File: config.mk
export PLATFORM = sky130hd
export DESIGN_NAME = dmps_ram
export DESIGN_NICKNAME = d
export VERILOG_FILES = /design/src/rtl/core/dmps_ram.sv
export SDC_FILE = /design/constraint.sdc
export NUM_CORES = 1
export LEC_CHECK = 0
export BUFFER_PORTS_ARGS = -buffer_cell sky130_fd_sc_hd__buf_2
export CORE_MARGIN = 2
export CORE_UTILIZATION = 25
export CTS_CLUSTER_SIZE = 20
export DETAILED_ROUTE_END_ITERATION = 10
export PLACE_DENSITY = 0.39
export REMOVE_ABC_BUFFERS = 1
export SKIP_CTS_REPAIR_TIMING = 1
export SKIP_LAST_GASP = 1
export SLEW_MARGIN = 10
export SYNTH_ARGS = -nofsm -noshare
export SYNTH_HDL_FRONTEND = slang
export SYNTH_SLANG_ARGS = --single-unit
File: constraint.sdc
create_clock -name clk -period 4.5 [get_ports clk]
set_input_delay 0 -clock clk [delete_from_list [all_inputs] [get_ports clk]]
set_output_delay 0 -clock clk [all_outputs]
set_load 0.01 [all_outputs]
File: src/rtl/core/dmps_ram.sv
`timescale 1ns / 1ps
// ----------------------------------------------------------------------------
// dmps_ram
// Generic single-write, single-read RAM with registered read (read-old).
// ----------------------------------------------------------------------------
module dmps_ram #(
    parameter int WIDTH = 8,
    parameter int DEPTH = 16
) (
    input  logic                                   clk,
    input  logic                                   we,
    input  logic [(DEPTH > 1 ? $clog2(DEPTH) : 1)-1:0] waddr,
    input  logic [WIDTH-1:0]                       wdata,
    input  logic                                   re,
    input  logic [(DEPTH > 1 ? $clog2(DEPTH) : 1)-1:0] raddr,
    output logic [WIDTH-1:0]                       rdata
);

    logic [WIDTH-1:0] mem [DEPTH];

    always_ff @(posedge clk)
    begin
        if (we)
        begin
            mem[waddr] <= wdata;
        end
        if (re)
        begin
            rdata <= mem[raddr];
        end
    end

endmodule

==> metrics.md <==
| Metric | Value |
|---|---|
| Total net switching power | 0.000580 W |
| Leak pwr | 2.02 nW |
| Filler cell count | 1949 |
| Core area | 0.0204 mm^2 |
| First-pass GRT wire length | 17100 um |
| CP max FO | 20 |
| Crit path launch type | input pin |
| Starting DRT DRC Count | 181 |
| Total global-route track usage | 11.2% |
| Number of max-cap violations | 0 |
| Antenna violations before repair | 0 |
| Seq/Total Area, Yosys | 78.1% |
| Critical path type | input pin to flip-flop |
| Die footprint | 0.0221 mm^2 |
| Antenna Cells | 0 |
| Final Max Tran Viols | 0 |
| DP HPWL | 7260 um |
| Gate Count Post-Synth | 229 |
| Starting Density | 25.7% |
| Post-synthesis cell area | 0.00523 mm^2 |
| Total power | 0.00292 W |
| Placed Cells | 520 |
| Failing checks | negative hold slack |
| Clock share of power | 46.2% |
| Largest net degree at the start of global routing | 33 |
| Final min period | 1690 ps |
| Ratio of cells with drive above 1 in the final layout | 26.5% |
| Fmax | 591 MHz |
| Row count | 52 |
| Switching portion of total power | 19.9% |
| Die Ht | 149 um |
| Register area | 0.00408 mm^2 |
| Root Driver | clkbuf_16 |
| Synth warn | 0 |
| Unrepaired setup endpoints after global routing | false |
| Endpoints failing setup | 0 |
| Library cells used by synthesis | 18 |
| Relative slew slack | 40.7% |
| Nets | 289 |
| Wirelength per Cell | 21.0 um |
| Non-filler instance count after layout | 553 |
| Pwr per Cell Area | 469 mW/mm^2 |
| Final WS setup | 2810 ps |
| CTS Buf Count | 17 |
| Setup TNS Final | 0 ps |
| Actual slew at the worst max-slew pin | 887 ps |
| Clock Sinks | 136 |
| Vias | 2357 |
| CTS max path bufs | 2 |
| Reg clk slew, reported paths | 60 ps |
| Status | finished, violations left |
| Post-route DRC | 0 |
| Critical Path RT | 4660 ps |
| Hold violation total from the final report | 4 |
| Multi-input logic area | 0.00106 mm^2 |
| Yosys reg bits | 136 |
| Comb pwr share | 4.7% |
| GR Overflow Total | 0 |
| Clock skew | 4.49 ps |
| Die Width | 149 um |
| TritonRoute pass-1 iters | 4 |
| CTS tree | built |
| Final Cycle Share | 37.6% |
| CP arrival | 1850 ps |
| Hold Slack | -0.305 ps |
| IO Pins | 27 |
| Area added between synthesis and finish | 19.1% |
| Quantity of I/O buffers inserted on ports | 26 |
| Reg2reg setup slack | 2910 ps |
| Worst skew pair latency | 410 ps |
| Vias in the first global route | 2523 |
| CP endpoint kind | flip-flop |
| Sequential fraction of design power | 49.2% |
| Internal power | 0.00234 W |
| Mean Syn Cell Area | 22.8 um^2 |
| Gpl congestion | 0.747 |
| DRT antenna net count | 0 |
| Routed wire length | 11600 um |
| Type of the tightest min-delay check | input pin to flip-flop |
| Dpl ws | 2300 ps |
| H-tree depth | 4 |
| Highest ir drop seen on vdd | 0.250 mV |
| Avg Vias per Cell | 4.26 |
cells in the mapped netlist:
| master | number | area [um^2] |
|---|---|---|
| nor3_1 | 4 | 20.0 |
| edfxtp_1 | 136 | 4080 |
| clkdlybuf4s25_2 | 3 | 30.0 |
| nand2b_1 | 2 | 12.5 |
| and2b_1 | 1 | 7.51 |
| nand3b_1 | 2 | 15.0 |
| nor2b_1 | 1 | 6.26 |
| mux4_2 | 18 | 405 |
| or3b_2 | 1 | 8.76 |
| buf_2 | 3 | 15.0 |
| and2_1 | 1 | 6.26 |
| nand3_1 | 1 | 5.00 |
| nand2_1 | 9 | 33.8 |
| a22oi_1 | 16 | 120 |
| buf_6 | 3 | 33.8 |
| buf_4 | 1 | 7.51 |
| mux4_1 | 14 | 368 |
| nor2_1 | 13 | 48.8 |
stage by stage:
| stage | area (um^2) | util, % |
|---|---|---|
| after floorplan | 5140 | - |
| after global placement | 5650 | 27.7 |
| after detailed placement | 5650 | 27.7 |
| after CTS | 6220 | 30.5 |
| after global routing | 6230 | 30.6 |
| final | 6230 | 30.6 |
metal layers:
layer  vias up  global-route usage [%]  share of wire, %
li1       1062                       -                 -
met1      1240                    15.5                49
met2        43                    17.1                46
met3        12                    3.37               3.8
met4         0                    3.29               1.2
met5         -                       0                 0
critical path, stage by stage:
cell	delay (ps)
buf_2	380
buf_4	470
mux4_1	620
a22oi_1	290
nand2_1	80
cells in the final DEF, fill, tap and decap left out:
master,instances
edfxtp_1,136
buf_2,26
mux4_2,18
clkbuf_16,17
a22oi_1,16
mux4_1,14
nor2_1,13
nand2_1,9
buf_4,5
nor3_1,4
clkinv_1,4
clkinv_2,4
bufinv_16,3
clkbuf_1,3
nand3b_1,2
nand2b_1,2
nor2b_1,1
and2_1,1
and2b_1,1
nand3_1,1
or3b_2,1
clkinvlp_4,1
dlygate4sd3_1,1
registers in the layout (all words and copies together), names as in the netlist:
name   cells
mem      128
rdata      8
area by class of cell:
type | instances | area share, %
Clock inverter | 12 | 2.13
Timing Repair Buffer | 32 | 2.85
Clock buffer | 20 | 7.01
Tap cell | 270 | 5.43
Sequential cell | 136 | 65.6
Multi-Input combinational cell | 83 | 17.0
worst paths after layout:
kind,end,depth (start not counted),startpoint
setup / recovery,rdata[5],5,raddr[0]
hold / removal,mem[4][2],1,wdata[2]
setup reg to reg,rdata[1],3,mem[6][1]
hold reg to reg,rdata[6],3,mem[11][6]
power by group through the flow:
stage               Clock (W)  Sequential (W)  Combinational [W]
floorplan                   0         0.00146          0.0000569
global placement            0         0.00146           0.000140
detailed placement          0         0.00146           0.000140
CTS                   0.00137         0.00143           0.000141
global route          0.00142         0.00144           0.000149
finish                0.00135         0.00143           0.000137
cells by family (layout without fill, tap and decap cells):
kind of cell	count (synthesis)	after routing	share of synthesized area, %
muxes	32	32	14.8
DFF	136	136	78.1
AOI/OAI and AO/OA	16	16	2.30
buffers and inverters	10	64	1.65
and+or+nand+nor	35	35	3.14
Note: power is estimated with default switching activity, not from simulation.
