$ cat src/rtl/core/dmps_pkg.sv
`timescale 1ns / 1ps
// ----------------------------------------------------------------------------
// dmps_pkg
// Shared widths, row kinds and the issue-to-update control bundle.
// ----------------------------------------------------------------------------
package dmps_pkg;

    localparam int VALUE_W = 15;
    localparam int SUM_W   = 23;
    localparam int CFG_W   = 8;

    localparam logic [CFG_W-1:0] HALF_RESET = CFG_W'(1);

    typedef enum logic [1:0] {
        KIND_TOP,
        KIND_UPPER,
        KIND_LOWER
    } row_kind_t;

    typedef struct packed {
        row_kind_t kind;
        logic      first_col;
        logic      last_col;
        logic      row_end;
        logic      grid_end;
    } dmps_ctl_t;

endpackage

$ cat src/rtl/core/dmps_seq.sv
`timescale 1ns / 1ps
// ----------------------------------------------------------------------------
// dmps_seq
// Row/column sequencer: places each accepted cell, issues the parent reads
// and holds the cell for the update stage.
// ----------------------------------------------------------------------------
module dmps_seq
    import dmps_pkg::*;
#(
    parameter int MAX_HALF = 128
) (
    input  logic                                          clk,
    input  logic                                          rst_n,
    input  logic                                          cfg_we,
    input  logic [CFG_W-1:0]                              half_size,
    input  logic                                          accept,
    input  logic                                          go,
    input  logic [VALUE_W-1:0]                            cell_value,
    output logic [(MAX_HALF > 1 ? $clog2(MAX_HALF) : 1)-1:0] rd_addr_a,
    output logic [(MAX_HALF > 1 ? $clog2(MAX_HALF) : 1)-1:0] rd_addr_b,
    output logic                                          s1_valid,
    output dmps_ctl_t                                     s1_ctl,
    output logic [(MAX_HALF > 1 ? $clog2(MAX_HALF) : 1)-1:0] s1_col,
    output logic [(MAX_HALF > 1 ? $clog2(MAX_HALF) : 1)-1:0] s1_col_b,
    output logic [VALUE_W-1:0]                            s1_value
);

    localparam int CW = (MAX_HALF > 1) ? $clog2(MAX_HALF) : 1;
    localparam int NW = $clog2(MAX_HALF + 1);
    localparam int RW = $clog2(2 * MAX_HALF);
    localparam int HW = (NW > CFG_W) ? NW : CFG_W;

    logic [RW-1:0]      row_reg,  row_next;
    logic [CW-1:0]      col_reg,  col_next;
    logic               s1_valid_reg, s1_valid_next;
    dmps_ctl_t          s1_ctl_reg;
    logic [CW-1:0]      s1_col_reg, s1_col_b_reg;
    logic [VALUE_W-1:0] s1_value_reg;

    logic [HW-1:0] hs_ext;
    logic [NW-1:0] n_eff;
    logic [RW-1:0] rows;
    logic [RW-1:0] r;
    logic [RW-1:0] len_wide;
    logic [NW-1:0] len;
    logic [CW-1:0] c;
    logic [NW-1:0] c_inc;
    logic          row_end;
    logic          grid_end;
    dmps_ctl_t     ctl;

    always_comb
    begin
        hs_ext = HW'(half_size);
        if (hs_ext == '0)
        begin
            n_eff = NW'(1);
        end
        else if (hs_ext > HW'(MAX_HALF))
        begin
            n_eff = NW'(MAX_HALF);
        end
        else
        begin
            n_eff = NW'(hs_ext);
        end

        rows = (RW'(n_eff) << 1) - RW'(1);
        r    = (row_reg >= rows) ? '0 : row_reg;
        len_wide = (r < RW'(n_eff)) ? r + RW'(1) : rows - r;
        len  = NW'(len_wide);
        c    = (NW'(col_reg) >= len) ? '0 : col_reg;

        c_inc    = NW'(c) + NW'(1);
        row_end  = (c_inc >= len);
        grid_end = row_end && (r == rows - RW'(1));

        if (r == '0)
        begin
            ctl.kind = KIND_TOP;
        end
        else if (r < RW'(n_eff))
        begin
            ctl.kind = KIND_UPPER;
        end
        else
        begin
            ctl.kind = KIND_LOWER;
        end
        ctl.first_col = (c == '0);
        ctl.last_col  = (RW'(c) == r);
        ctl.row_end   = row_end;
        ctl.grid_end  = grid_end;

        rd_addr_a = c;
        rd_addr_b = (c == CW'(MAX_HALF - 1)) ? c : c + CW'(1);

        row_next = row_reg;
        col_next = col_reg;
        if (cfg_we)
        begin
            row_next = '0;
            col_next = '0;
        end
        else if (accept)
        begin
            if (grid_end)
            begin
                row_next = '0;
                col_next = '0;
            end
            else if (row_end)
            begin
                row_next = r + RW'(1);
                col_next = '0;
            end
            else
            begin
                row_next = r;
                col_next = CW'(c_inc);
            end
        end

        if (accept)
        begin
            s1_valid_next = 1'b1;
        end
        else if (go)
        begin
            s1_valid_next = 1'b0;
        end
        else
        begin
            s1_valid_next = s1_valid_reg;
        end
    end

    always_ff @(posedge clk or negedge rst_n)
    begin
        if (!rst_n)
        begin
            row_reg      <= '0;
            col_reg      <= '0;
            s1_valid_reg <= 1'b0;
            s1_ctl_reg   <= '0;
        end
        else
        begin
            row_reg      <= row_next;
            col_reg      <= col_next;
            s1_valid_reg <= s1_valid_next;
            if (accept)
            begin
                s1_ctl_reg <= ctl;
            end
        end
    end

    always_ff @(posedge clk)
    begin
        if (accept)
        begin
            s1_col_reg   <= rd_addr_a;
            s1_col_b_reg <= rd_addr_b;
            s1_value_reg <= cell_value;
        end
    end

    assign s1_valid = s1_valid_reg;
    assign s1_ctl   = s1_ctl_reg;
    assign s1_col   = s1_col_reg;
    assign s1_col_b = s1_col_b_reg;
    assign s1_value = s1_value_reg;

endmodule

$ cat config.mk
export PLATFORM = sky130hd
export DESIGN_NAME = dmps_seq
export DESIGN_NICKNAME = d
export VERILOG_FILES = /design/src/rtl/core/dmps_pkg.sv /design/src/rtl/core/dmps_seq.sv
export SDC_FILE = /design/constraint.sdc
export NUM_CORES = 1
export LEC_CHECK = 0
export ABC_CLOCK_PERIOD_IN_PS = 17600
export BUFFER_PORTS_ARGS = -buffer_cell sky130_fd_sc_hd__buf_2
export CELL_PAD_IN_SITES_DETAIL_PLACEMENT = 1
export CELL_PAD_IN_SITES_GLOBAL_PLACEMENT = 2
export CORE_MARGIN = 2
export CORE_UTILIZATION = 37
export CTS_CLUSTER_DIAMETER = 120
export CTS_CLUSTER_SIZE = 30
export DETAILED_ROUTE_END_ITERATION = 7
export GPL_ROUTABILITY_DRIVEN = 0
export PLACE_DENSITY_LB_ADDON = 0.1
export SYNTH_ARGS = -nofsm -noshare
export SYNTH_HDL_FRONTEND = slang
export SYNTH_SLANG_ARGS = --single-unit
$ cat constraint.sdc
create_clock -name clk -period 17.6 [get_ports clk]
set_input_delay 1.76 -clock clk [delete_from_list [all_inputs] [get_ports clk]]
set_output_delay 1.76 -clock clk [all_outputs]
set_load 0.1 [all_outputs]
==> impl_metrics.env, run 1 <==
export IMPL_status="complete, no violations"
export IMPL_maxCapViolCount=0
export IMPL_dieArea_mm2=0.0114
export IMPL_drive_gt1_share_pct=21.7
export IMPL_syn_area_mm2=0.00392
export IMPL_synth_area_leaders="edfxtp_1 22%, dfrtp_1 14%, ha_1 11%"
export IMPL_clkSinkCount=51
export IMPL_clk_pin_slew_worst_paths_ns=0.10
export IMPL_grt_pass1_wl_mm=19.9
export IMPL_utilization_pct=43.8
export IMPL_hold_viol=0
export IMPL_syn_avg_cell_area_um2=9.38
export IMPL_grt_ovfl_total=0
export IMPL_drt_total_wl_mm=12.2
export IMPL_synth_most_common_cell="nand2_1"
export IMPL_slowest_delay_ns=0.56
export IMPL_dpl_cell_count=621
export IMPL_detail_route_first_pass_iterations=4
export IMPL_synth_top_area_cell="edfxtp_1"
export IMPL_drc_errors=0
export IMPL_crit_fanout=19
export IMPL_synth_top_area_share_pct=22.2
export IMPL_cp_required_ns=15.84
export IMPL_fin_tns_setup_ns=0
export IMPL_post_drt_via_cell_ratio=5.58
export IMPL_p_per_area_mw_per_mm2=119
export IMPL_ys_top_cells_by_count="40 x nand2_1, 36 x ha_1, 32 x inv_1, 31 x nor2_1, 29 x edfxtp_1"
export IMPL_setup_viol=0
export IMPL_antenna_found_initial=0
export IMPL_cp_slowest_cell="a2111oi_2"
export IMPL_ant_nets=0
export IMPL_grt_max_degree=39
export IMPL_whs_ns=0.520
export IMPL_postLayoutCellArea_mm2=0.00453
export IMPL_largest_register_ffs=15
export IMPL_grtUsageTotal_pct=22.3
export IMPL_crit_top_cell="ha_1"
export IMPL_htree_levels=2
export IMPL_cts_buffer_depth=2
export IMPL_globalRouteMet3Util_pct=2.43
export IMPL_path_class="in -> out"
export IMPL_slew_headroom_pct=48.1
export IMPL_grt_setup_unrepaired="no"
export IMPL_worstPathArrival_ns=10.35
export IMPL_synth_flop_cell="edfxtp_1"
export IMPL_slew_violations=0
export IMPL_antenna_cells=0
export IMPL_layout_nets=556
export IMPL_clock_latency_ns=0.32
export IMPL_drtIter0Drc=150
export IMPL_wire_per_inst_um=19.4
export IMPL_async_reset_ff_share_pct=43.1
export IMPL_cts_root_buf="clkbuf_8"
export IMPL_ys_seq_area_share_pct=36.2
export IMPL_die_y_um=107
export IMPL_period_needed_ns=12.11
export IMPL_worst_pin_slew_ns=0.776
export IMPL_leakage_nw=2.05
export IMPL_cts_tree="yes"
export IMPL_period_share_pct=68.8
export IMPL_dpl_worst_slack_ns=5.52
export IMPL_yosys_warnings=0
export IMPL_synth_edf_count=29
export IMPL_top_usage_layer="met2"
export IMPL_synthesis_nets=482
export IMPL_hold_class="reg -> reg"
export IMPL_fill_cells=1249
export IMPL_hpwlAfterDp_mm=9.88
export IMPL_ir_drop_uv=146
export IMPL_fmax_ghz=0.0826
export IMPL_first_global_vias=3604
export IMPL_numCtsBuffers=5
export IMPL_timing_final_ws_setup_ns=5.49
export IMPL_hold_buffers=0
export IMPL_postCtsSetupBuffers=0
export IMPL_synthCells=418
export IMPL_startpoint_type="input pin"
export IMPL_num_io_pins=78
export IMPL_finalPower_mw=0.539
export IMPL_synth_distinct_cells=67
export IMPL_die_width_um=107
export IMPL_met1_usage_pct=29.0
export IMPL_coreArea_mm2=0.0103
export IMPL_area_growth_pct=15.4
export IMPL_initial_core_util_pct=38.0
export IMPL_fin_skew_ns=0.0143
export IMPL_io_buffers=77
export IMPL_synth_seq_cells=51
export IMPL_cts_resized=0
export IMPL_stdcell_count=629
export IMPL_place_area_mm2=0.00443
export IMPL_num_rows=37
export IMPL_grt_use_met2_pct=38.0
export IMPL_crit_path_end_kind="primary output"
export IMPL_vias=3511
==> routing by layer <==
layer	wire length (um)	share of wire, %
met1	5690	47
met2	5680	46
met3	520	4.3
met4	316	2.6
met5	0	0
==> critical path, delay by kind of cell <==
family	cells	cell delay [ns]
AO/OA/AOI/OAI	14	3.47
XOR/XNOR	3	0.93
adder cells (fa/ha/maj)	5	1.54
buffers and inverters	6	1.33
AND/OR/NAND/NOR	8	1.31
==> report_power, final <==
group / switching, mW / leakage [nW] / total (mW) / internal [mW]
Combinational: 0.233 / 1.42 / 0.311 / 0.0783
Sequential: 0.0116 / 0.584 / 0.154 / 0.142
Clock: 0.0440 / 0.0502 / 0.0736 / 0.0295
==> cell families (layout without fill, tap and decap cells) <==
kind of cell,count (synthesis),after routing,synth area share [%]
flops,51,51,36.2
compound gates,119,119,23.0
mux,2,2,0.670
xor+xnor,24,24,5.36
simple gates,137,137,17.9
buf+inv,48,123,5.07
fa+ha+maj,37,37,11.7
==> cell type report <==
class / instances / area (um^2) / share of cell area (%)
Tap cell: 136 / 170 / 3.76
Clock inverter: 3 / 28.8 / 0.636
Sequential cell: 51 / 1420 / 31.4
Clock buffer: 5 / 68.8 / 1.52
Timing Repair Buffer: 79 / 400 / 8.85
Multi-Input combinational cell: 319 / 2300 / 50.8
Inverter: 36 / 135 / 2.99
==> cell usage in the layout (no fill, tap or decap), drive strengths merged, types with 4 or more instances in the layout <==
cell type | synthesis | final
dfrtp | 22 | 22
o32ai | 5 | 5
inv | 34 | 35
clkinv | 2 | 4
nand4 | 7 | 7
a22o | 8 | 8
a31oi | 6 | 6
nand3 | 15 | 15
o21ai | 23 | 23
nor4 | 5 | 5
clkbuf | 8 | 5
xnor2 | 19 | 19
nor2 | 31 | 31
buf | 4 | 79
a2111oi | 4 | 4
o2bb2ai | 6 | 6
nand2b | 11 | 11
a21oi | 20 | 20
o211ai | 6 | 6
nor3 | 6 | 6
xor2 | 5 | 5
ha | 36 | 36
and2 | 4 | 4
a21o | 8 | 8
nor2b | 8 | 8
edfxtp | 29 | 29
nand2 | 40 | 40
a211oi | 6 | 6
==> path summary, 6_finish.rpt <==
path	start	to	slack (ns)	cells past startpoint
worst max-delay path	half_size[6]	rd_addr_b[4]	5.49	36
worst min-delay path	s1_ctl[2]	s1_ctl[2]	0.52	1
worst max register to register	row_reg[3]	row_reg[4]	8.53	38
worst min register to register	s1_ctl[2]	s1_ctl[2]	0.52	1
max in group asynchronous	rst_n	s1_ctl[3]	15.81	1
min in group asynchronous	rst_n	col_reg[3]	1.40	1
Power figures use the tool's default switching activity.
==> inputs of run 2 (changes only) <==
Settings changed: ABC_AREA set to 1, ABC_CLOCK_PERIOD_IN_PS 17600 to 10670, CORE_UTILIZATION 37 to 29.
Clock period 17.6 ns to 10.67 ns, I/O delays scaled along.
==> impl_metrics.env, run 2 <==
export IMPL_synthCells=487
export IMPL_fin_skew_ns=0.00480
export IMPL_worst_pin_slew_ns=0.825
export IMPL_vias=3481
export IMPL_synth_most_common_cell="nand2_1"
export IMPL_grt_ovfl_total=0
export IMPL_crit_top_cell="nand2_1"
export IMPL_cp_top_family="simple AND/OR/NAND/NOR gates"
export IMPL_crit_fanout=15
export IMPL_initial_core_util_pct=29.6
export IMPL_worstPathArrival_ns=8.37
export IMPL_antenna_cells=0
export IMPL_cts_resized=0
export IMPL_multi_input_comb_area_mm2=0.00213
export IMPL_area_growth_pct=18.4
export IMPL_num_rows=42
export IMPL_postCtsSetupBuffers=0
export IMPL_async_reset_ff_share_pct=43.1
export IMPL_fin_tns_setup_ns=0
export IMPL_setup_viol=0
export IMPL_die_y_um=120
export IMPL_fill_cells=1655
export IMPL_fmax_ghz=0.106
export IMPL_hold_buffers=0
export IMPL_cts_buffer_depth=2
export IMPL_synth_area_leaders="edfxtp_1 22%, dfrtp_1 14%, nand2_1 14%"
export IMPL_period_share_pct=88.4
export IMPL_seqCellArea_mm2=0.00142
export IMPL_io_buffers=77
export IMPL_drtIter0Drc=123
export IMPL_largest_register_ffs=15
export IMPL_syn_avg_cell_area_um2=7.97
export IMPL_num_io_pins=78
export IMPL_ant_nets=0
export IMPL_hold_class="reg -> reg"
export IMPL_grt_max_degree=39
export IMPL_synth_top_area_cell="edfxtp_1"
export IMPL_ir_drop_uv=75.8
export IMPL_slew_headroom_pct=45.0
export IMPL_wire_per_inst_um=16.6
export IMPL_clock_latency_ns=0.29
export IMPL_period_needed_ns=9.44
export IMPL_drc_errors=0
export IMPL_ys_seq_area_share_pct=36.6
export IMPL_synthesis_nets=551
export IMPL_synth_seq_cells=51
export IMPL_p_per_area_mw_per_mm2=216
export IMPL_finalPower_mw=0.994
export IMPL_post_drt_via_cell_ratio=4.69
export IMPL_dieArea_mm2=0.0143
export IMPL_slowest_delay_ns=0.47
export IMPL_leakage_nw=2.45
export IMPL_layout_nets=630
export IMPL_path_class="in -> out"
export IMPL_synth_flop_cell="edfxtp_1"
export IMPL_drive_gt1_share_pct=22.8
export IMPL_grt_pass1_wl_mm=19.7
export IMPL_maxCapViolCount=0
export IMPL_status="complete, no violations"
export IMPL_htree_levels=2
export IMPL_slew_violations=0
export IMPL_antenna_found_initial=0
export IMPL_synth_edf_count=29
export IMPL_ys_top_cells_by_count="142 x nand2_1, 66 x inv_1, 36 x ha_1, 35 x nand3_1, 29 x edfxtp_1"
export IMPL_yosys_warnings=0
export IMPL_numCtsBuffers=5
export IMPL_startpoint_type="input pin"
export IMPL_cts_root_buf="clkbuf_16"
export IMPL_mostFrequentLayoutCell="nand2_1"
export IMPL_syn_area_mm2=0.00388
export IMPL_grtUsageTotal_pct=17.6
export IMPL_hold_viol=0
export IMPL_cp_slowest_cell="buf_2"
export IMPL_grt_setup_unrepaired="no"
export IMPL_drt_total_wl_mm=12.3
export IMPL_die_width_um=120
export IMPL_layout_common_cells="142 x nand2_1, 77 x buf_2, 66 x inv_1, 36 x ha_1, 35 x nand3_1"
export IMPL_hpwlAfterDp_mm=10.3
export IMPL_rrSetupSlack_ns=3.02
export IMPL_first_global_vias=3608
export IMPL_synth_top_area_share_pct=22.4
export IMPL_crit_path_end_kind="primary output"
export IMPL_synth_distinct_cells=44
export IMPL_clk_pin_slew_worst_paths_ns=0.07
export IMPL_cts_tree="yes"
export IMPL_cp_required_ns=9.60
export IMPL_detail_route_first_pass_iterations=4
export IMPL_coreArea_mm2=0.0131
export IMPL_crit_buf_inv=6
export IMPL_clkSinkCount=51
-- run 2: changes by cell type in the layout (fill, tap and decap cells not counted), moves of 14 or more --
| cell | change |
|---|---|
| inv_1 | +34 |
| nand2_1 | +102 |
| nand3_1 | +21 |
| xnor2_1 | -16 |
| xor2_1 | +14 |
-- run 2: area by class of cell --
cell class                      instances  area share, %
Inverter                               76           6.26
Multi-Input combinational cell        354           46.4
Clock inverter                          2          0.272
Tap cell                              176           4.79
Sequential cell                        51           30.9
Timing Repair Buffer                   78           8.55
Clock buffer                            6           2.80
-- run 2: kinds of logic after synthesis --
family,after synthesis,share of synthesized area [%]
AO/OA/AOI/OAI,48,7.31
AND/OR/NAND/NOR,248,31.1
buffers and inverters,82,8.47
adder cells (fa/ha/maj),36,11.6
flip-flops,51,36.6
XOR/XNOR,22,4.96
-- run 2: path summary, 6_finish.rpt --
kind,from,to,depth (start not counted)
min in group asynchronous,rst_n,row_reg[1],1
max,half_size[1],rd_addr_b[0],45
min reg2reg,s1_ctl[5],s1_ctl[5],2
max reg2reg,row_reg[3],row_reg[3],48
max in group asynchronous,rst_n,s1_ctl[0],1
min,s1_ctl[5],s1_ctl[5],2
-- run 2: tightest hold or removal path, stage by stage, from the launching register on --
cell	delay, ns
dfrtp_1	0.35
nand2_1	0.06
nand2_1	0.05
-- run 2: stage by stage --
stage / std cells / hold WS (ns) / setup slack [ns] / instance area [um^2] / util [%]
after floorplan: 487 / 0.477 / 0.214 / 3880 / -
after global placement: 735 / 0.460 / 1.38 / 4460 / 33.9
after detailed placement: 735 / 0.466 / 1.09 / 4460 / 33.9
after CTS: 743 / 0.485 / 1.11 / 4600 / 35.0
after global routing: 743 / 0.532 / 0.446 / 4600 / 35.0
final: 743 / 0.489 / 1.23 / 4600 / 35.0
-- run 2: power by group --
group | total (mW) | switching, mW | internal (mW)
clock network | 0.154 | 0.0678 | 0.0864
logic | 0.590 | 0.452 | 0.138
registers | 0.250 | 0.0142 | 0.236
total | 0.994 | 0.534 | 0.460
-- run 2: layer usage --
metal / track usage [%] / wire length (um)
met2: 30.1 / 5690
met1: 23.4 / 6000
met3: 2.71 / 518
met4: 4.26 / 136
met5: 0 / 0
