[src/rtl/core/dmps_pkg.sv]
`timescale 1ns / 1ps
// ----------------------------------------------------------------------------
// dmps_pkg
// Shared widths, row kinds and the issue-to-update control bundle.
// ----------------------------------------------------------------------------
package dmps_pkg;

    localparam int VALUE_W = 15;
    localparam int SUM_W   = 23;
    localparam int CFG_W   = 8;

    localparam logic [CFG_W-1:0] HALF_RESET = CFG_W'(1);

    typedef enum logic [1:0] {
        KIND_TOP,
        KIND_UPPER,
        KIND_LOWER
    } row_kind_t;

    typedef struct packed {
        row_kind_t kind;
        logic      first_col;
        logic      last_col;
        logic      row_end;
        logic      grid_end;
    } dmps_ctl_t;

endpackage

[src/rtl/core/dmps_update.sv]
`timescale 1ns / 1ps
// ----------------------------------------------------------------------------
// dmps_update
// Update stage: picks the better parent, adds the cell and writes the row
// entry back; forwards the last write to a read that overlapped it.
// ----------------------------------------------------------------------------
module dmps_update
    import dmps_pkg::*;
#(
    parameter int MAX_HALF = 128
) (
    input  logic                                          clk,
    input  logic                                          rst_n,
    input  logic                                          cfg_we,
    input  logic                                          go,
    input  dmps_ctl_t                                     ctl,
    input  logic [(MAX_HALF > 1 ? $clog2(MAX_HALF) : 1)-1:0] col,
    input  logic [(MAX_HALF > 1 ? $clog2(MAX_HALF) : 1)-1:0] col_b,
    input  logic [VALUE_W-1:0]                            value,
    input  logic [SUM_W-1:0]                              q_a,
    input  logic [SUM_W-1:0]                              q_b,
    output logic                                          wr_en,
    output logic [(MAX_HALF > 1 ? $clog2(MAX_HALF) : 1)-1:0] wr_addr,
    output logic [SUM_W-1:0]                              sum
);

    localparam int CW = (MAX_HALF > 1) ? $clog2(MAX_HALF) : 1;

    logic [SUM_W-1:0] held_left_reg, held_left_next;
    logic             lw_valid_reg;
    logic [CW-1:0]    lw_addr_reg;
    logic [SUM_W-1:0] lw_data_reg;

    logic [SUM_W-1:0] above;
    logic [SUM_W-1:0] right;
    logic [SUM_W-1:0] v_ext;

    always_comb
    begin
        above = (lw_valid_reg && lw_addr_reg == col)   ? lw_data_reg : q_a;
        right = (lw_valid_reg && lw_addr_reg == col_b) ? lw_data_reg : q_b;
        v_ext = SUM_W'(value);

        case (ctl.kind)
            KIND_UPPER:
            begin
                if (ctl.first_col)
                begin
                    sum = above + v_ext;
                end
                else if (ctl.last_col)
                begin
                    sum = held_left_reg + v_ext;
                end
                else
                begin
                    sum = ((held_left_reg > above) ? held_left_reg : above) + v_ext;
                end
            end
            KIND_LOWER:
            begin
                sum = ((above > right) ? above : right) + v_ext;
            end
            default:
            begin
                sum = v_ext;
            end
        endcase

        held_left_next = held_left_reg;
        if (cfg_we)
        begin
            held_left_next = '0;
        end
        else if (go)
        begin
            if (ctl.row_end)
            begin
                held_left_next = '0;
            end
            else if (ctl.kind == KIND_UPPER)
            begin
                held_left_next = above;
            end
        end
    end

    assign wr_en   = go;
    assign wr_addr = col;

    always_ff @(posedge clk or negedge rst_n)
    begin
        if (!rst_n)
        begin
            held_left_reg <= '0;
            lw_valid_reg  <= 1'b0;
        end
        else
        begin
            held_left_reg <= held_left_next;
            if (go)
            begin
                lw_valid_reg <= 1'b1;
            end
        end
    end

    always_ff @(posedge clk)
    begin
        if (go)
        begin
            lw_addr_reg <= col;
            lw_data_reg <= sum;
        end
    end

endmodule

[config.mk]
export PLATFORM = sky130hd
export DESIGN_NAME = dmps_update
export DESIGN_NICKNAME = d
export VERILOG_FILES = /design/src/rtl/core/dmps_pkg.sv /design/src/rtl/core/dmps_update.sv
export SDC_FILE = /design/constraint.sdc
export NUM_CORES = 1
export LEC_CHECK = 0
export BUFFER_PORTS_ARGS = -buffer_cell sky130_fd_sc_hd__buf_2
export CORE_UTILIZATION = 35
export DETAILED_ROUTE_END_ITERATION = 8
export GPL_ROUTABILITY_DRIVEN = 0
export PLACE_DENSITY = 0.57
export SLEW_MARGIN = 5
export SYNTH_ARGS = -nofsm -noshare
export SYNTH_HDL_FRONTEND = slang
export SYNTH_SLANG_ARGS = --single-unit
[constraint.sdc]
create_clock -name clk -period 6.7 [get_ports clk]
set_input_delay 0 -clock clk [delete_from_list [all_inputs] [get_ports clk]]
set_output_delay 0 -clock clk [all_outputs]
set_load 0.005 [all_outputs]
==> metrics.txt, run 1 <==
# TYPE chip_impl_metric gauge
chip_impl_info{name="synth_ff_type",value="sky130_fd_sc_hd__edfxtp_1"} 1
chip_impl_info{name="layout.cells.most_common",value="sky130_fd_sc_hd__buf_2"} 1
chip_impl_metric{name="dr_total_vias",unit=""} 4987
chip_impl_metric{name="insertedDiodeCount",unit=""} 0
chip_impl_metric{name="fp.dieW",unit="um"} 126
chip_impl_metric{name="power.share.sequential",unit="%"} 35.7
chip_impl_metric{name="final.hold.worst_slack",unit="ps"} 37.4
chip_impl_metric{name="post-route-period-util",unit="%"} 95.9
chip_impl_metric{name="finalMaxSlewViolations",unit=""} 0
chip_impl_metric{name="setup_slack",unit="ps"} 276
chip_impl_metric{name="sw_frac_of_total",unit="%"} 35.1
chip_impl_info{name="rsz0062_at_grt",value="true"} 1
chip_impl_metric{name="final.setup.tns",unit="ps"} 0
chip_impl_metric{name="yosysWarningCount",unit=""} 0
chip_impl_metric{name="post_route_cells_drive_above_1_share",unit="%"} 35.1
chip_impl_metric{name="clock_input_transition_at_the_sequential_cells_of_the_worst_setup_and_hold_paths",unit="ps"} 80
chip_impl_metric{name="leakagePower",unit="nW"} 3.11
chip_impl_metric{name="grt_overflow_total",unit=""} 0
chip_impl_metric{name="synth.net_count",unit=""} 734
chip_impl_metric{name="grt_pass1_wl",unit="mm"} 24.7
chip_impl_metric{name="clock_path_buffers",unit=""} 2
chip_impl_metric{name="drt_iter0_markers",unit=""} 325
chip_impl_info{name="violations",value="DRC"} 1
chip_impl_metric{name="p_comb_share",unit="%"} 40.4
chip_impl_metric{name="syn_area",unit="mm2"} 0.00535
chip_impl_metric{name="hold-path-cell-count",unit=""} 3
chip_impl_metric{name="detail_route.wirelength",unit="mm"} 16.3
chip_impl_metric{name="timing.final.crit_period",unit="ps"} 6420
chip_impl_metric{name="arrival",unit="ps"} 6420
chip_impl_metric{name="postSynth.asyncResetShare",unit="%"} 44.4
chip_impl_metric{name="clkLatencyLatePin",unit="ps"} 310
chip_impl_metric{name="synth-seq-cells",unit=""} 54
chip_impl_metric{name="place_inst",unit=""} 889
chip_impl_metric{name="route.antenna.remaining_nets",unit=""} 0
chip_impl_metric{name="ff2ff_path_depth",unit=""} 31
chip_impl_metric{name="top_level_ports",unit=""} 116
chip_impl_metric{name="dp_worst_setup_slack",unit="ps"} -15.1
chip_impl_metric{name="clock_power_share",unit="%"} 23.9
chip_impl_metric{name="worst-path-stages",unit=""} 30
chip_impl_metric{name="maxSlewHeadroom",unit="%"} 36.7
chip_impl_metric{name="max_freq",unit="GHz"} 0.156
chip_impl_metric{name="first_global_vias",unit=""} 4807
chip_impl_metric{name="worst-path-max-fanout",unit=""} 7
chip_impl_metric{name="seq_area_frac_synth",unit="%"} 28.1
chip_impl_metric{name="timing.critical_path.slowest_cell_delay",unit="ps"} 430
chip_impl_metric{name="register_area",unit="mm2"} 0.00150
chip_impl_metric{name="worst_slew_pin_slew",unit="ps"} 946
chip_impl_metric{name="number_of_remaining_drc_errors",unit=""} 8
chip_impl_info{name="run_status",value="finished with violations"} 1
chip_impl_metric{name="average_vias_per_placed_instance",unit=""} 5.39
chip_impl_info{name="critical_path_class",value="flop to output port"} 1
chip_impl_metric{name="drt-pass1-iter-count",unit=""} 7
chip_impl_metric{name="number_of_antenna_violations_at_the_first_check_in_global_routing",unit=""} 0
chip_impl_metric{name="cp_num_buf_inv",unit=""} 6
chip_impl_metric{name="finalHoldViolations",unit=""} 0
chip_impl_metric{name="grt_start_max_net_pins",unit=""} 51
chip_impl_metric{name="sum_of_net_half_perimeters_after_detailed_placement",unit="mm"} 12.2
chip_impl_metric{name="numCtsBuffers",unit=""} 5
chip_impl_metric{name="initial_utilization",unit="%"} 36.4
chip_impl_info{name="critical_path.top_delay_family",value="compound AO/OA/AOI/OAI gates"} 1
chip_impl_info{name="class_of_the_worst_hold_path",value="primary input to flop"} 1
chip_impl_metric{name="p_int",unit="uW"} 735
chip_impl_metric{name="numPortBuffers",unit=""} 114
chip_impl_metric{name="p_total",unit="mW"} 1.13
chip_impl_metric{name="netSwitchingPower",unit="uW"} 397
chip_impl_metric{name="report.final.setup_viol",unit=""} 0
chip_impl_metric{name="mapped_cells",unit=""} 587
chip_impl_metric{name="irDropWorstVdd",unit="mV"} 0.0963
chip_impl_metric{name="cts_max_level",unit=""} 2
chip_impl_metric{name="power-per-cell-area",unit="mW/mm2"} 161
chip_impl_metric{name="multiInputGateArea",unit="mm2"} 0.00391
chip_impl_metric{name="synth-simple-area-share",unit="%"} 13.4
chip_impl_metric{name="finalNonFillerCells",unit=""} 925
chip_impl_info{name="combinational_family_with_the_most_area_after_synthesis",value="compound AO/OA/AOI/OAI gates"} 1
chip_impl_metric{name="die_footprint",unit="mm2"} 0.0158
chip_impl_info{name="crit_top_cell",value="sky130_fd_sc_hd__nand4_1"} 1
chip_impl_metric{name="core.rowCount",unit=""} 44
chip_impl_metric{name="wl_per_cell",unit="um"} 17.6
chip_impl_info{name="crit_path_start_kind",value="flop"} 1
chip_impl_info{name="clock_tree.root_cell",value="sky130_fd_sc_hd__clkbuf_16"} 1
chip_impl_info{name="commonest_non_fill_non_tap_cells_in_the_layout",value="sky130_fd_sc_hd__buf_2 (114), sky130_fd_sc_hd__nand2_1 (60), sky130_fd_sc_hd__ha_1 (58)"} 1
chip_impl_metric{name="core_area",unit="mm2"} 0.0147
chip_impl_metric{name="post_synth_num_cell_types",unit=""} 62
chip_impl_metric{name="fp.dieH",unit="um"} 126
chip_impl_metric{name="cp_data_required_time",unit="ps"} 6700
chip_impl_info{name="cp_slowest_cell",value="sky130_fd_sc_hd__edfxtp_1"} 1
chip_impl_metric{name="post_synth.cell_area_avg",unit="um2"} 9.12
chip_impl_metric{name="max_cap_violations",unit=""} 0
chip_impl_metric{name="clock-skew-final",unit="ps"} 8.56
chip_impl_metric{name="synth-edff-count",unit=""} 30
chip_impl_metric{name="clkSinkCount",unit=""} 54
chip_impl_metric{name="area_growth",unit="%"} 31.6
chip_impl_metric{name="synth-xor-area-share",unit="%"} 4.42
chip_impl_metric{name="fillCellCount",unit=""} 1365
chip_impl_metric{name="post_synth_mux_area_share",unit="%"} 14.1
chip_impl_info{name="worst_setup_path_end_kind",value="output port"} 1
chip_impl_metric{name="post_synthesis_adder_cell_area_fraction",unit="%"} 14.8
chip_impl_metric{name="layout.nets",unit=""} 887
chip_impl_metric{name="gr-usage-all-layers",unit="%"} 20.0
chip_impl_info{name="tritoncts",value="built"} 1
chip_impl_metric{name="synth_compound_gate_area_share",unit="%"} 19.7
worst register-to-register path, delay by kind of cell, from the launching register on:
| family | cells | cell delay, ps |
|---|---|---|
| AO/OA/AOI/OAI | 12 | 2190 |
| AND/OR/NAND/NOR | 8 | 1050 |
| adder cells (fa/ha/maj) | 3 | 1050 |
| buffers and inverters | 6 | 880 |
| flip-flops | 1 | 430 |
| multiplexers | 1 | 240 |
| XOR/XNOR | 1 | 220 |
worst paths after layout:
check                                  startpoint                 to  slack, ps
worst max-delay path               lw_addr_reg[2]            sum[16]        280
worst min-delay path                    value[10]    lw_data_reg[10]         40
worst max register to register     lw_addr_reg[2]    lw_data_reg[22]        410
worst min register to register  held_left_reg[17]  held_left_reg[17]        520
max in group asynchronous                   rst_n   held_left_reg[2]       6050
min in group asynchronous                   rst_n  held_left_reg[12]        240
per-stage QoR:
stage | utilization [%] | instance area [um2]
3_5_place_dp | 42.8 | 6290
3_3_place_gp | 42.8 | 6290
2_1_floorplan | - | 5380
5_1_grt | 47.9 | 7040
4_1_cts | 44.7 | 6580
6_report | 47.9 | 7040
cell usage after synthesis (3+ instances only):
cell,instances,area (um2)
sky130_fd_sc_hd__a211oi_1,6,45.0
sky130_fd_sc_hd__a21o_1,12,90.1
sky130_fd_sc_hd__a21oi_1,23,115
sky130_fd_sc_hd__a221oi_2,3,45.0
sky130_fd_sc_hd__and3_1,5,31.3
sky130_fd_sc_hd__and4_1,4,35.0
sky130_fd_sc_hd__buf_2,3,15.0
sky130_fd_sc_hd__buf_4,9,67.6
sky130_fd_sc_hd__clkbuf_1,17,63.8
sky130_fd_sc_hd__dfrtp_1,24,601
sky130_fd_sc_hd__edfxtp_1,30,901
sky130_fd_sc_hd__ha_1,61,763
sky130_fd_sc_hd__inv_1,35,131
sky130_fd_sc_hd__mux2_2,14,158
sky130_fd_sc_hd__mux2_4,3,45.0
sky130_fd_sc_hd__mux2i_1,55,551
sky130_fd_sc_hd__nand2_1,62,233
sky130_fd_sc_hd__nand2b_1,5,31.3
sky130_fd_sc_hd__nand3_1,7,35.0
sky130_fd_sc_hd__nand4_1,12,75.1
sky130_fd_sc_hd__nor2_1,22,82.6
sky130_fd_sc_hd__nor2b_1,4,25.0
sky130_fd_sc_hd__nor3_1,11,55.1
sky130_fd_sc_hd__o211ai_1,16,120
sky130_fd_sc_hd__o21a_1,4,30.0
sky130_fd_sc_hd__o21ai_0,66,330
sky130_fd_sc_hd__o31ai_1,3,22.5
sky130_fd_sc_hd__or3_1,3,18.8
sky130_fd_sc_hd__xnor2_1,23,201
sky130_fd_sc_hd__xor2_1,4,35.0
metal layers:
layer / vias up / wire [um] / GRT usage (%)
li1: 2472 / - / -
met1: 2367 / 7620 / 26.6
met2: 135 / 7550 / 33.5
met3: 13 / 858 / 3.70
met4: 0 / 223 / 5.09
met5: - / 0 / 0
cell type report:
type	instances	area share, %
multi-input cells	467	55.5
flip-flops and latches	54	21.3
repair buffers	177	16.1
well taps	184	3.27
inverters	35	1.87
clock buffers	6	1.83
clock inverters	2	0.142
power by group through the flow:
stage / clock network (mW) / logic (mW) / registers (mW)
2_1_floorplan: 0 / 0.258 / 0.400
3_3_place_gp: 0 / 0.391 / 0.406
3_5_place_dp: 0 / 0.399 / 0.406
4_1_cts: 0.280 / 0.412 / 0.400
5_1_grt: 0.288 / 0.501 / 0.407
6_report: 0.271 / 0.458 / 0.404
what timing repair did:
action / 4_1_cts / 5_1_grt
gates resized for setup: 11 / 71
endpoints found under the setup margin: 14 / 21
pin swaps: 2 / 31
buffers inserted: 3 / 17
endpoints found under the hold margin: 31 / 0
hold buffers: 8 / 0
gates cloned: 0 / 1
kinds of logic (layout without fill, tap and decap cells):
logic type | count (synthesis) | count (layout)
compound gates | 158 | 158
simple gates | 147 | 147
mux | 72 | 72
buf+inv | 66 | 220
fa+ha+maj | 63 | 63
flops | 54 | 54
xor+xnor | 27 | 27
No activity file was read; power rests on OpenSTA's default activity.
==> inputs of run 2 (changes only) <==
CELL_PAD_IN_SITES_DETAIL_PLACEMENT = 0   (was unset)
CELL_PAD_IN_SITES_GLOBAL_PLACEMENT = 1   (was unset)
PLACE_DENSITY = 0.73   (was 0.57)
==> run 2 against run 1 <==
The run still ends with DRC left. Count of clock-buffer cells in the layout did not move. Critical path depth rose by 1. Power increased by 4.6%. Routed wire length grew 4.2%. Die area unchanged. Sequential power hardly changed. Worst setup slack worse by 38 ps. Register-to-register slack gained 30 ps. Sequential cell count is the same. Critical endpoint is now sum[14]. Largest cell class unchanged.
==> metrics.txt, run 2 (same netlist as run 1, synthesis figures left out) <==
# TYPE chip_impl_metric gauge
chip_impl_info{name="run_status",value="finished with violations"} 1
chip_impl_info{name="violations",value="DRC"} 1
chip_impl_metric{name="max_cap_violations",unit=""} 0
chip_impl_metric{name="netSwitchingPower",unit="uW"} 419
chip_impl_metric{name="fp.dieW",unit="um"} 126
chip_impl_metric{name="met1_usage",unit="%"} 28.0
chip_impl_metric{name="dp_worst_setup_slack",unit="ps"} -174
chip_impl_metric{name="die_footprint",unit="mm2"} 0.0158
chip_impl_info{name="class_of_the_worst_hold_path",value="primary input to flop"} 1
chip_impl_metric{name="sw_frac_of_total",unit="%"} 35.4
chip_impl_info{name="critical_path_class",value="flop to output port"} 1
chip_impl_metric{name="grt_pass1_wl",unit="mm"} 26.1
chip_impl_info{name="worst_setup_path_end_kind",value="output port"} 1
chip_impl_info{name="crit_path_start_kind",value="flop"} 1
chip_impl_metric{name="top_level_ports",unit=""} 116
chip_impl_metric{name="initial_utilization",unit="%"} 36.4
chip_impl_metric{name="number_of_remaining_drc_errors",unit=""} 11
chip_impl_metric{name="timing.final.crit_period",unit="ps"} 6460
chip_impl_metric{name="met2_usage",unit="%"} 35.0
chip_impl_metric{name="power-per-cell-area",unit="mW/mm2"} 158
chip_impl_metric{name="drt-pass1-iter-count",unit=""} 7
chip_impl_metric{name="maxSlewHeadroom",unit="%"} 40.3
chip_impl_metric{name="clock_power_share",unit="%"} 23.1
chip_impl_metric{name="fp.dieH",unit="um"} 126
chip_impl_metric{name="drt_iter0_markers",unit=""} 273
chip_impl_metric{name="clkLatencyLatePin",unit="ps"} 310
chip_impl_metric{name="globalRouteMet3Util",unit="%"} 3.14
chip_impl_info{name="tritoncts",value="built"} 1
chip_impl_info{name="layout.cells.most_common",value="sky130_fd_sc_hd__buf_2"} 1
chip_impl_metric{name="leakagePower",unit="nW"} 3.28
chip_impl_metric{name="setup_slack",unit="ps"} 238
chip_impl_metric{name="sum_of_net_half_perimeters_after_detailed_placement",unit="mm"} 12.5
chip_impl_metric{name="timing.critical_path.slowest_cell_delay",unit="ps"} 430
chip_impl_metric{name="gr-usage-all-layers",unit="%"} 21.1
chip_impl_metric{name="post_route_cells_drive_above_1_share",unit="%"} 40.2
chip_impl_metric{name="p_comb_share",unit="%"} 42.7
chip_impl_metric{name="dr_total_vias",unit=""} 5174
chip_impl_metric{name="area_growth",unit="%"} 40.3
chip_impl_metric{name="place_inst",unit=""} 922
chip_impl_metric{name="arrival",unit="ps"} 6460
chip_impl_metric{name="core.rowCount",unit=""} 44
chip_impl_info{name="cp_slowest_cell",value="sky130_fd_sc_hd__edfxtp_1"} 1
chip_impl_metric{name="finalMaxSlewViolations",unit=""} 0
chip_impl_metric{name="numCtsBuffers",unit=""} 5
chip_impl_info{name="clock_tree.root_cell",value="sky130_fd_sc_hd__clkbuf_16"} 1
chip_impl_metric{name="post_dp_cell_area",unit="mm2"} 0.00654
chip_impl_metric{name="numPortBuffers",unit=""} 114
chip_impl_metric{name="clock-skew-final",unit="ps"} 10.5
chip_impl_info{name="rsz0062_at_grt",value="true"} 1
chip_impl_metric{name="max_freq",unit="GHz"} 0.155
chip_impl_metric{name="cts_max_level",unit=""} 2
chip_impl_metric{name="grt_overflow_total",unit=""} 0
chip_impl_metric{name="clkSinkCount",unit=""} 54
chip_impl_metric{name="number_of_antenna_violations_at_the_first_check_in_global_routing",unit=""} 0
chip_impl_metric{name="finalHoldViolations",unit=""} 0
chip_impl_metric{name="clock_input_transition_at_the_sequential_cells_of_the_worst_setup_and_hold_paths",unit="ps"} 80
chip_impl_metric{name="core_area",unit="mm2"} 0.0147
chip_impl_info{name="grt_busiest_layer",value="met2"} 1
chip_impl_metric{name="wl_per_cell",unit="um"} 17.8
chip_impl_metric{name="irDropWorstVdd",unit="mV"} 0.0991
chip_impl_metric{name="insertedDiodeCount",unit=""} 0
chip_impl_metric{name="route.antenna.remaining_nets",unit=""} 0
chip_impl_metric{name="power.share.sequential",unit="%"} 34.2
chip_impl_metric{name="worst_slew_pin_slew",unit="ps"} 895
chip_impl_metric{name="clock_path_buffers",unit=""} 2
chip_impl_metric{name="post-route-period-util",unit="%"} 96.4
chip_impl_metric{name="finalNonFillerCells",unit=""} 950
chip_impl_metric{name="report.final.setup_viol",unit=""} 0
chip_impl_metric{name="final_design_area_no_fill",unit="mm2"} 0.00751
chip_impl_metric{name="first_global_vias",unit=""} 5097
chip_impl_metric{name="grt_start_max_net_pins",unit=""} 38
chip_impl_metric{name="worst-path-max-fanout",unit=""} 7
chip_impl_metric{name="cp_data_required_time",unit="ps"} 6700
chip_impl_info{name="commonest_non_fill_non_tap_cells_in_the_layout",value="sky130_fd_sc_hd__buf_2 (114), sky130_fd_sc_hd__buf_4 (70), sky130_fd_sc_hd__nand2_1 (59)"} 1
chip_impl_metric{name="p_int",unit="uW"} 766
chip_impl_metric{name="final_core_utilization",unit="%"} 51.1
chip_impl_metric{name="average_vias_per_placed_instance",unit=""} 5.45
chip_impl_metric{name="detail_route.wirelength",unit="mm"} 16.9
chip_impl_metric{name="layout.nets",unit=""} 912
==> run 2: final timing paths <==
kind	from	end	slack, ps	cells past startpoint
worst min-delay path	value[11]	lw_data_reg[11]	30	3
worst max-delay path	lw_addr_reg[0]	sum[14]	240	31
worst min register to register	held_left_reg[0]	held_left_reg[0]	520	2
max in group asynchronous	rst_n	held_left_reg[5]	6010	2
worst max register to register	lw_addr_reg[0]	lw_data_reg[14]	440	30
min in group asynchronous	rst_n	held_left_reg[8]	260	2
==> run 2: through the flow <==
step	TNS, ps	power, mW	hold slack, ps
after floorplan	0	0.658	-296
after global placement	-784	0.823	45.9
after detailed placement	-1310	0.831	50.1
after CTS	0	1.12	22.2
after global routing	-491	1.25	40.1
final	0	1.19	28.3
==> run 2: critical path: cells and delay by family (launching register included) <==
family / cells / cell delay [ps]
compound gates: 11 / 2030
xor+xnor: 2 / 350
fa+ha+maj: 3 / 910
buf+inv: 5 / 700
flops: 1 / 430
mux: 2 / 340
simple gates: 8 / 1360
==> run 2: cell type report <==
type / instances / area, um2
clock buffers: 6 / 129
clock inverters: 2 / 8.76
fillers: 1359 / 7190
inverters: 35 / 131
multi-input cells: 467 / 4170
flip-flops and latches: 54 / 1500
well taps: 184 / 230
repair buffers: 202 / 1330
==> run 2: metal layers <==
metal  vias to the layer above  wire (um)
met2                       166       8070
li1                       2541          -
met5                         -          0
met3                        18        829
met4                         0        345
met1                      2449       7690
==> run 2: power groups by stage <==
| stage | sequential (mW) | combinational, mW | clock, mW |
|---|---|---|---|
| after detailed placement | 0.405 | 0.426 | 0 |
| final | 0.406 | 0.506 | 0.274 |
| after CTS | 0.399 | 0.441 | 0.279 |
| after floorplan | 0.400 | 0.258 | 0 |
| after global placement | 0.404 | 0.419 | 0 |
| after global routing | 0.409 | 0.554 | 0.292 |
==> run 2: what timing repair did <==
item / CTS / global route
pin swaps: 3 / 41
endpoints found under the hold margin: 31 / 0
endpoints found under the setup margin: 16 / 24
buffers inserted: 2 / 10
hold buffers: 8 / 0
resized for setup: 21 / 103
